File: src/rtl/core/otbd_pkg.sv
// Shared types and constants for the octal text to byte decoder.
// Used by otbd_group_decode and octal_text_to_byte_decoder; no dependencies.
`timescale 1ns / 1ps

package otbd_pkg;

  localparam logic [7:0] CHAR_ZERO  = 8'h30;
  localparam logic [7:0] CHAR_SEVEN = 8'h37;

  localparam int unsigned GROUP_BYTES = 3;
  localparam int unsigned GROUP_WIDTH = 8 * GROUP_BYTES;

  localparam logic [2:0] LAST_DIGIT_POS = 3'd7;
  localparam logic [2:0] FLUSH_ONE_BYTE = 3'd3;
  localparam logic [2:0] FLUSH_TWO_BYTE = 3'd6;

  typedef struct packed {
    logic [GROUP_WIDTH-1:0] group_bits;
    logic [2:0]             digit_count;
    logic                   stopped;
  } dec_state_t;

  // bytes[0] leaves first
  typedef struct packed {
    logic [GROUP_BYTES-1:0][7:0] bytes;
    logic [1:0]                  count;
    logic                        has_byte;
    logic                        stream_end;
  } bundle_t;

endpackage

File: src/rtl/core/otbd_group_decode.sv
// Next-state and result-bundle logic for one character beat.
// Depends on otbd_pkg.
`timescale 1ns / 1ps

module otbd_group_decode (
  input  logic [7:0]         in_char,
  input  logic               end_of_message,
  input  otbd_pkg::dec_state_t state_cur,
  output otbd_pkg::dec_state_t state_next,
  output otbd_pkg::bundle_t  bundle
);

  logic                                is_digit;
  logic                                ends;
  logic                                flush_en;
  logic [otbd_pkg::GROUP_WIDTH-1:0]    gb_shift;
  logic [2:0]                          cnt_inc;
  logic [otbd_pkg::GROUP_WIDTH-1:0]    fl_gb;
  logic [2:0]                          fl_cnt;

  assign is_digit = in_char inside {[otbd_pkg::CHAR_ZERO:otbd_pkg::CHAR_SEVEN]};
  assign gb_shift = {state_cur.group_bits[otbd_pkg::GROUP_WIDTH-4:0], in_char[2:0]};
  assign cnt_inc  = state_cur.digit_count + 3'd1;
  assign fl_gb    = is_digit ? gb_shift : state_cur.group_bits;
  assign fl_cnt   = is_digit ? cnt_inc : state_cur.digit_count;

  always_comb begin
    state_next = state_cur;
    bundle     = '0;
    ends       = 1'b0;
    flush_en   = 1'b0;
    if (state_cur.stopped) begin
      if (end_of_message) begin
        state_next = '0;
      end
    end else if (is_digit) begin
      state_next.group_bits  = gb_shift;
      state_next.digit_count = cnt_inc;
      if (state_cur.digit_count == otbd_pkg::LAST_DIGIT_POS) begin
        bundle.bytes[0]       = gb_shift[23:16];
        bundle.bytes[1]       = gb_shift[15:8];
        bundle.bytes[2]       = gb_shift[7:0];
        bundle.count          = 2'd3;
        bundle.has_byte       = 1'b1;
        state_next.group_bits = '0;
      end else begin
        flush_en = end_of_message;
      end
      ends = end_of_message;
    end else begin
      flush_en = 1'b1;
      ends     = 1'b1;
    end

    if (flush_en) begin
      case (fl_cnt)
        otbd_pkg::FLUSH_ONE_BYTE: begin
          bundle.bytes[0] = fl_gb[8:1];
          bundle.count    = 2'd1;
          bundle.has_byte = 1'b1;
        end
        otbd_pkg::FLUSH_TWO_BYTE: begin
          bundle.bytes[0] = fl_gb[17:10];
          bundle.bytes[1] = fl_gb[9:2];
          bundle.count    = 2'd2;
          bundle.has_byte = 1'b1;
        end
        default: begin
        end
      endcase
    end

    if (ends) begin
      if (bundle.count == 2'd0) begin
        bundle.count    = 2'd1;
        bundle.has_byte = 1'b0;
      end
      bundle.stream_end  = 1'b1;
      state_next         = '0;
      state_next.stopped = !is_digit && !end_of_message;
    end
  end

endmodule

File: src/rtl/core/octal_text_to_byte_decoder.sv
// Top level of the octal text to byte decoder: input register, decode, result serializer.
// Depends on otbd_pkg and otbd_group_decode.
`timescale 1ns / 1ps

// Usage:
//   Input channel: in_valid/in_ready carry one ASCII character (in_char) and an
//   end_of_message flag per beat. Output channel: out_valid/out_ready carry one
//   result per beat: out_byte, has_byte, run_last (last result of its input beat)
//   and stream_end (last result of the message).
//   Every eighth octal digit yields three bytes; a terminating beat flushes the
//   open group (1 or 2 bytes) or yields one empty result with stream_end.
//   A beat that yields results passes the input register, then loads the result
//   register, which raises out_valid for its first result. Throughput: one input
//   beat per cycle while each beat yields at most one result and out_ready is high;
//   a beat yielding three results holds the input until the single result register
//   drains them in order. Beats that yield no result leave the input register without waiting for it.
//   Reset (rst, synchronous) empties both registers and clears the digit group.
//   When out_ready is low the result register holds; the input register keeps
//   taking beats until it holds one that yields results and then deasserts in_ready.

module octal_text_to_byte_decoder (
  input  logic       clk,
  input  logic       rst,
  input  logic       in_valid,
  output logic       in_ready,
  input  logic [7:0] in_char,
  input  logic       end_of_message,
  output logic       out_valid,
  input  logic       out_ready,
  output logic [7:0] out_byte,
  output logic       has_byte,
  output logic       run_last,
  output logic       stream_end
);

  logic                 s1_valid;
  logic [7:0]           s1_char;
  logic                 s1_eom;
  otbd_pkg::dec_state_t state;
  otbd_pkg::dec_state_t state_next;
  otbd_pkg::bundle_t    bundle_next;
  otbd_pkg::bundle_t    bundle;
  logic                 b_valid;
  logic [1:0]           idx;
  logic                 b_last;
  logic                 b_free;
  logic                 s1_advance;
  logic                 b_load;

  otbd_group_decode u_decode (
    .in_char        (s1_char),
    .end_of_message (s1_eom),
    .state_cur      (state),
    .state_next     (state_next),
    .bundle         (bundle_next)
  );

  assign b_last     = (idx == bundle.count - 2'd1);
  assign b_free     = !b_valid || (out_ready && b_last);
  assign s1_advance = s1_valid && ((bundle_next.count == 2'd0) || b_free);
  assign b_load     = s1_advance && (bundle_next.count != 2'd0);
  assign in_ready   = !s1_valid || s1_advance;

  always_ff @(posedge clk) begin
    if (rst) begin
      s1_valid <= 1'b0;
    end else if (in_ready) begin
      s1_valid <= in_valid;
    end
    if (in_ready && in_valid) begin
      s1_char <= in_char;
      s1_eom  <= end_of_message;
    end
  end

  always_ff @(posedge clk) begin
    if (rst) begin
      state <= '0;
    end else if (s1_advance) begin
      state <= state_next;
    end
  end

  always_ff @(posedge clk) begin
    if (rst) begin
      b_valid <= 1'b0;
      idx     <= 2'd0;
    end else if (b_load) begin
      b_valid <= 1'b1;
      idx     <= 2'd0;
    end else if (b_valid && out_ready) begin
      if (b_last) begin
        b_valid <= 1'b0;
        idx     <= 2'd0;
      end else begin
        idx <= idx + 2'd1;
      end
    end
    if (b_load) begin
      bundle <= bundle_next;
    end
  end

  assign out_valid  = b_valid;
  assign out_byte   = bundle.bytes[idx];
  assign has_byte   = bundle.has_byte;
  assign run_last   = b_last;
  assign stream_end = bundle.stream_end && b_last;

endmodule
File: config.mk
export PLATFORM = sky130hd
export DESIGN_NAME = octal_text_to_byte_decoder
export DESIGN_NICKNAME = d
export VERILOG_FILES = /design/src/rtl/core/otbd_pkg.sv /design/src/rtl/core/otbd_group_decode.sv /design/src/rtl/core/octal_text_to_byte_decoder.sv
export SDC_FILE = /design/constraint.sdc
export NUM_CORES = 1
export LEC_CHECK = 0
export BUFFER_PORTS_ARGS = -buffer_cell sky130_fd_sc_hd__buf_4
export CAP_MARGIN = 25
export CORE_ASPECT_RATIO = 0.9
export CORE_UTILIZATION = 50
export DETAILED_ROUTE_END_ITERATION = 10
export GPL_ROUTABILITY_DRIVEN = 0
export GPL_TIMING_DRIVEN = 0
export PLACE_DENSITY_LB_ADDON = 0.1
export SLEW_MARGIN = 20
export SYNTH_ARGS = -nofsm -noshare
export SYNTH_HDL_FRONTEND = slang
export SYNTH_SLANG_ARGS = --single-unit
export TNS_END_PERCENT = 50
File: constraint.sdc
create_clock -name clk -period 4.4 [get_ports clk]
set_clock_uncertainty 0.2 [all_clocks]
set_input_delay 0 -clock clk [delete_from_list [all_inputs] [get_ports clk]]
set_output_delay 0 -clock clk [all_outputs]
set_load 0.01 [all_outputs]
[Word level (Yosys, flattened, before mapping)]
Cells that the tools add are included.
Word-level totals
  bits in registers: 66
  word-level logic and storage cells: 79
Operators by class
  reduce and logical (&&, ||, !) cells: 25
  bitwise gates (word level): 2
  $lt $le $gt $ge: 3
  add/subtract/negate cells: 3
  eq/ne operators: 5
  mux-type cells: 27
Operators by type and width (count)
  19-bit two-way mux: 4
  25-bit two-way mux: 2
  24-bit two-way mux: 2
  11-bit one-hot mux with 2 select lines: 1
  21-bit two-way mux: 1
  18-bit two-way mux: 1
  8-bit binary-select mux with 2-bit select: 1
  8-bit two-way mux: 2
  1-bit two-way mux: 9
  8-bit by 6-bit greater-or-equal comparator with 1-bit output, second input constant: 1
  8-bit by 6-bit less-or-equal comparator with 1-bit output, second input constant: 1
  1-bit logical AND: 8
  3-bit equality test, second input constant: 2
  3-bit two-way mux: 2
  2-bit nonzero test: 3
  1-bit logical NOT: 4
  2-bit logical NOT: 2
  4-bit two-way mux: 1
  3-bit by 1-bit adder with 3-bit output, second input constant: 1
  3-bit by 2-bit equality test with 1-bit output, second input constant: 1
  1-bit logical OR: 3
  2-bit by 3-bit less-than comparator with 1-bit output, second input constant: 1
  3-bit by 2-bit != test with 1-bit output, second input constant: 1
  3-bit AND reduction: 1
  other kinds (9): 10

[Depth between registers and ports, before layout]
Gate-level depths: netlist (run 1).
  word-level depth: 15
  mapped depth: 8
  mapped depth without buffers: 6

[By module]
A second synthesis (run 1) with hierarchy kept.
Unflattened totals
  cells, all modules: 391
  area total of the unflattened synthesis: 3948.8 um^2
By module, submodules not included
  octal_text_to_byte_decoder: instances 1, area each 2815.2 um^2, cells an instance 220
  otbd_group_decode: instances 1, area each 1133.6 um^2, cells an instance 171

[Worst setup path after synthesis (run 1)]
OpenSTA, ideal clock, no wires.
  path type: reg-to-reg
  from: register bundle[3] (netlist name)
  to: register bundle[0] (netlist name), enable pin
  stages on the path, launching flop included: 4
  period minus slack after synthesis: 3.124 ns
  setup time: 0.424 ns
  data arrival time: 2.500 ns
  slack: 1.276 ns
  path buffers: 0
  cell sequence: edfxtp_1 -> xnor2_1 -> mux2_2 -> a21oi_1
Between the ends
  word-level cells in the longest chain between the ends: 7
Ends and longest elaborated chain
  from (decl): line octal_text_to_byte_decoder.sv:42  | otbd_pkg::bundle_t bundle;
  from (signal assigned): line octal_text_to_byte_decoder.sv:100  | bundle <= bundle_next;
  2-bit by 1-bit subtractor with 2-bit output: line octal_text_to_byte_decoder.sv:58  | assign b_last = (idx == bundle.count - 2'd1);
  2-bit equality test: line octal_text_to_byte_decoder.sv:58
  1-bit logical AND: line octal_text_to_byte_decoder.sv:59  | assign b_free = !b_valid || (out_ready && b_last);
  1-bit logical OR: line octal_text_to_byte_decoder.sv:59
  1-bit logical OR: line octal_text_to_byte_decoder.sv:60  | assign s1_advance = s1_valid && ((bundle_next.count == 2'd0) || b_free);
  1-bit logical AND: line octal_text_to_byte_decoder.sv:60
  1-bit logical AND: line octal_text_to_byte_decoder.sv:61  | assign b_load = s1_advance && (bundle_next.count != 2'd0);
  net b_load: line octal_text_to_byte_decoder.sv:48  | logic b_load;
The timed path passes the listed nets, and every way through them passes these cells.
A chain may end at the register's enable or synchronous reset.

==> flow_summary_export.csv, run 1 <==
group,metric,value,unit
clocking,htree_num_levels,3,
layout,nets,366,
yosys,synth_cell_types,40,
placed_design,place_inst,415,
layout,drive_gt1_share,15.2,%
global_routing,grt_antenna_before_repair,0,
hold_path,holdCritPathClass,"in2reg",
pwr,power,1.33,mW
timing,rsz0062_at_grt,"false",
floorplanning,initial_core_util,52.5,%
clocking,clk_pin_slew,0.07,ns
floorplanning,die_w,86.9,um
timing,worst_slew_pin_slew,0.661,ns
pwr,ir_drop,0.248,mV
layout,fin_cells,443,
yosys,synth-seq-cells,66,
timing,relSlewSlack,56.0,%
pwr,power.density,340,nW/um2
global_routing,overflow,0,
drt,drt_iter0_drc,107,
timing,fin_crit_sh,62.0,%
outcome,status,"complete, no violations",
floorplanning,core-area,6180,um2
floorplanning,die_h,78.4,um
timing,finalWorstPathRequiredPeriod,2.73,ns
drt,vias,2366,
global_routing,grt_pass1_wl,11400,um
clocking,clock_latency,0.34,ns
yosys,synth_cells,302,
clocking,cts_buffer_depth,2,
setup_path,crit_type,"reg2reg",
clocking,numCtsBuffers,9,
drt,vias_per_cell,5.34,
pwr,p_leak,1.48,nW
placed_design,place_area,3580,um2
layout,layout_common_cells,"mux2i_1 (50), nand2_1 (50), edfxtp_1 (37), dfxtp_1 (29), nand2b_1 (27)",
setup_path,worstPathRequired,4.34,ns
drt,wl_per_cell,15.3,um
clocking,clock_sinks,66,
timing,fmax,366,MHz
setup_path,end_kind,"flip-flop",
clocking,cts_resized,0,
drt,drc,0,
yosys,synth_nets,317,
setup_path,arrival,2.67,ns
setup_path,path_max_fanout,9,
yosys,synth_area,3250,um2
global_routing,grt_usage,22.4,%
timing,drv_slew,0,
yosys,syn_area_per_cell,10.7,um2
yosys,synth_area_leaders,"edfxtp_1 (34%), dfxtp_1 (18%), mux2i_1 (15%)",
timing,finalSetupTns,0,ns
clocking,cts_tree,"done",
placed_design,hpwlAfterDp,4850,um
global_routing,grt_max_degree,19,
clocking,cts_root_buf,"clkbuf_8",
placed_design,numPortBuffers,25,
drt,final_antenna_net_count,0,
yosys,netlist.area_leader.share,34.2,%
floorplanning,rows,27,
layout,area_growth,20.4,%
drt,first_pass_iters,4,
layout,fin_area,3910,um2
flow_run,drv_cap,0,
yosys,ys_warn_count,0,
floorplanning,io_pins,26,
layout,n_antenna_cell,0,
drt,drt_wl_total,6780,um
global_routing,grt_pass1_vias,2323,
yosys,ys_seq_area_share,52.1,%
timing,setup-violations-final,0,
timing,finalHoldViolCount,0,
yosys,yosysTopAreaCell,"edfxtp_1",
setup_path,start_kind,"flip-flop",
floorplanning,die_area,6820,um2
## cells in the mapped netlist
cell type  number
xnor2_1         1
a221oi_1        1
mux2_2          1
or2_1           1
nand3b_1        4
clkbuf_1       12
nand3_1         1
o21ai_0        20
or2b_1          1
o2111a_1        1
nand2b_1       27
a41o_1          1
inv_1           5
nor4b_1         1
nor2_1          5
buf_2           3
and2_1         10
nor3_1          2
dfxtp_1        29
nor4_1          3
o211ai_1        1
o21ai_1         1
or4b_2          1
or3_1           1
or4_4           1
o21a_1          1
nor2b_1         2
buf_6           1
edfxtp_1       37
nand4_1         1
ha_1            2
buf_1           1
a211oi_1        2
a21oi_1         8
mux2i_1        50
a41oi_2         1
nand2_1        50
buf_12          2
or2_2           2
o221ai_1        8
## critical path, stage by stage, from the launching register on
cell and delay (ns):
dfxtp_1 0.37, ha_1 0.22, ha_1 0.30, or4b_2 0.61, nor4_1 0.27, a41oi_2 0.17, o221ai_1 0.38
## per-stage QoR
step | hold slack (ns) | util, % | worst slack, ns
floorplan | -0.101 | - | 1.28
global placement | -0.0218 | 57.3 | 0.752
detailed placement | -0.0206 | 57.9 | 1.68
CTS | 0.156 | 63.2 | 1.67
global route | 0.160 | 63.2 | 1.49
finish | 0.179 | 63.2 | 1.67
## layer usage
| layer | GRT usage, % | vias to the layer above | routed length, um |
|---|---|---|---|
| met2 | 35.0 | 31 | 3060 |
| li1 | - | 1188 | - |
| met3 | 4.84 | 15 | 149 |
| met1 | 29.7 | 1132 | 3420 |
| met5 | 0 | - | 0 |
| met4 | 10.5 | 0 | 148 |
## flip-flops by register name, indices dropped and copies added (netlist names)
signal / flops
bundle: 27
state: 25
s1_char: 8
idx: 2
has_byte: 1
out_valid: 1
s1_eom: 1
s1_valid: 1
## final timing paths
path	slack, ns	endpoint	start	cells after the start
min	0.18	s1_char[5]	in_char[5]	2
max	1.67	bundle[4]	state[1]	6
min reg2reg	0.30	state[24]	state[24]	2
max reg2reg	1.67	bundle[4]	state[1]	6
## cell type report
class                      count  area (um2)
fill                         525        2270
sequential                    66        1690
multi-input combinational    212        1430
timing repair buffer          38         335
clock buffer                   9         124
buffer                        19         115
tap                           87         109
clock inverter                 7        83.8
inverter                       5        18.8
## report_power, final
part           internal, mW  switching [mW]
registers             0.672          0.0106
logic                0.0577          0.0528
clock network         0.313           0.224
total                  1.04           0.287
## repair_timing
item	in CTS	in global routing
hold buffers	12	0
endpoints found under the setup margin	0	0
hold endpoints to repair	16	0
buffers inserted	0	0
## logic make-up after synthesis
logic type	synth area share (%)
fa+ha+maj	0.771
mux	15.8
simple gates	18.0
xor+xnor	0.270
buf+inv	4.12
flops	52.1
compound gates	8.98
(Power assumes the default switching activity.)
==> run 2: changes to the inputs <==
- ABC_AREA: unset -> 1
- clock period: 4.4 -> 2.3 ns (I/O delays scaled with it)
==> flow_summary_export.csv, run 2 <==
group,metric,value,unit
outcome,status,"complete, no violations",
yosys,async_flop_share,0,%
layout,largestRegisters,"bundle (27), state (25), s1_char (8)",
drt,drt_wl_total,9330,um
global_routing,grt_pass1_wl,14900,um
layout,final_core_util,61.9,%
yosys,ys_seq_area_share,46.3,%
setup_path,r2r-start,"s1_char[7]",
timing,drv_slew,0,
floorplanning,initial_core_util,51.7,%
timing,fin_crit_sh,92.4,%
hold_path,min-delay-start,"in_char[0]",
yosys,synth_area_leaders,"edfxtp_1 (30%), dfxtp_1 (16%), nand2_1 (11%)",
layout,nets,537,
setup_path,worstPathRequired,2.24,ns
floorplanning,core-area,7080,um2
clocking,cts_setup_buffers,0,
timing,setup-violations-final,0,
hold_path,hold_path_depth,2,
setup_path,cp-startpoint,"s1_char[7]",
yosys,synth_cells,473,
drt,first_pass_iters,5,
layout,layout_common_cells,"nand2_1 (103), inv_1 (64), nand4_1 (55), nor2_1 (47), o21ai_0 (40)",
pwr,p_comb_share,13.0,%
yosys,synth-seq-cells,66,
drt,wl_per_cell,15.0,um
setup_path,r2r_cells,10,
pwr,intPower,2.33,mW
pwr,seqPwrFrac,44.0,%
flow_run,drv_cap,0,
layout,final_common_cell,"nand2_1",
yosys,synth_area,3650,um2
clocking,clk_pin_slew,0.07,ns
pwr,ir_drop,0.494,mV
layout,filler_cell_count,645,
pwr,power.density,708,nW/um2
layout,drive_gt1_share,16.1,%
timing,finalWorstPathRequiredPeriod,2.13,ns
setup_path,path_max_fanout,10,
yosys,synth_edf_count,37,
yosys,synth_most_common_cell,"nand2_1",
floorplanning,die_w,92.1,um
placed_design,post-place-ws,-0.237,ns
pwr,p_switching,0.774,mW
floorplanning,rows,29,
yosys,synth_nets,488,
drt,vias,3310,
timing,finalSetupTns,0,ns
setup_path,arrival,2.07,ns
setup_path,start_kind,"flip-flop",
layout,multi_input_area,1550,um2
clocking,cts_root_buf,"clkbuf_8",
setup_path,reg2reg_slack,0.17,ns
drt,drc,0,
setup_path,timing.rr.end,"bundle[12]",
layout,final-seq-area,1690,um2
global_routing,grt_usage,25.2,%
timing,worst_slack,0.175,ns
timing,worst_slew_pin_slew,0.505,ns
layout,largest_reg_flops,27,
clocking,htree_num_levels,3,
yosys,ys_warn_count,0,
placed_design,place_inst,591,
placed_design,numPortBuffers,25,
drt,drt_iter0_drc,334,
pwr,swShare,25.0,%
global_routing,grt_max_degree,29,
yosys,synth_cell_types,28,
clocking,cts_tree,"done",
pwr,power_frac_clock,43.0,%
setup_path,end_kind,"flip-flop",
floorplanning,io_pins,26,
yosys,yosysTopAreaCell,"edfxtp_1",
timing,relSlewSlack,66.3,%
floorplanning,die_h,83.1,um
clocking,clock_latency,0.35,ns
floorplanning,die_area,7660,um2
pwr,power,3.10,mW
global_routing,overflow,0,
setup_path,crit_type,"reg2reg",
yosys,synth_commonest_cells,"nand2_1 (103), inv_1 (66), nand4_1 (55)",
clocking,numCtsBuffers,9,
hold_path,holdCritPathClass,"in2reg",
layout,n_antenna_cell,0,
timing,fmax,470,MHz
yosys,syn_area_per_cell,7.73,um2
clocking,clock_sinks,66,
drt,final_antenna_net_count,0,
global_routing,grt_pass1_vias,2999,
yosys,netlist.area_leader.share,30.4,%
hold_path,min_to,"s1_char[0]",
yosys,ys.flop_type,"edfxtp_1",
timing,finalHoldViolCount,0,
layout,fin_cells,620,
placed_design,hpwlAfterDp,6580,um
pwr,p_leak,1.85,nW
clocking,cts_buffer_depth,2,
global_routing,grt_antenna_before_repair,0,
drt,vias_per_cell,5.34,
layout,area_growth,19.9,%
layout,top_register,"bundle",
==> run 2: cell count changes after synthesis, sizes merged, moves of 27 or more <==
cell,previous run,this run
nand3,1,35
mux2i,50,0
nand4,1,55
nor2,5,50
inv,5,72
nand2b,27,0
nand2,50,115
==> run 2: cell type report <==
| type | count | area share [%] |
|---|---|---|
| clock buffer | 10 | 3.14 |
| buffer | 27 | 3.66 |
| timing repair buffer | 37 | 7.02 |
| inverter | 72 | 6.25 |
| multi-input combinational | 308 | 35.4 |
| sequential | 66 | 38.6 |
| clock inverter | 6 | 3.14 |
| timing repair inverter | 1 | 0.171 |
| tap | 93 | 2.66 |
==> run 2: repair_timing <==
item / 4_1_cts / 5_1_grt
gates resized for setup: 4 / 2
setup endpoints to repair: 28 / 31
cloned: 0 / 1
hold endpoints to repair: 18 / 0
hold buffers: 12 / 0
==> run 2: critical path, cell delays in order (launching register included) <==
cell      delay [ns]
edfxtp_1        0.38
inv_1           0.07
nand3_2         0.10
nor2_4          0.17
buf_6           0.18
nand2_1         0.10
o21ai_4         0.16
nand2_2         0.11
nor2_4          0.23
nand2_1         0.07
o21ai_0         0.14
==> run 2: worst max path at each step <==
stage,endpoint,slack (ns)
floorplan,bundle[0],0.08
finish,bundle[12],0.17
detailed placement,bundle[26],-0.24
global route,bundle[12],-0.02
CTS,bundle[15],0.03
global placement,bundle[22],-0.22
==> run 2: kinds of logic (layout without fill, tap and decap cells) <==
logic type,after synthesis,after routing,synth area share (%)
AND/OR/NAND/NOR,256,256,33.6
AO/OA/AOI/OAI,49,49,7.50
XOR/XNOR,1,1,0.240
buffers and inverters,99,153,11.7
adder cells (fa/ha/maj),2,2,0.685
flip-flops,66,66,46.3
==> run 2: power groups by stage <==
stage,logic (mW),registers (mW),clock network (mW)
final,0.403,1.36,1.33
after global routing,0.449,1.37,1.40
after CTS,0.394,1.36,1.35
after detailed placement,0.373,1.39,0
after global placement,0.368,1.39,0
after floorplan,0.264,1.37,0
==> run 2: routing by layer <==
layer	track usage (%)	part of all wire, %
met1	34.5	45
met2	41.0	47
met5	0	0
met3	3.75	6.6
met4	7.95	1.6
==> run 2: stage by stage <==
stage,hold WS [ns],area [um2]
after global routing,0.161,4380
final,0.165,4380
after detailed placement,-0.0204,3960
after floorplan,-0.131,3650
after CTS,0.159,4370
after global placement,-0.0222,3960
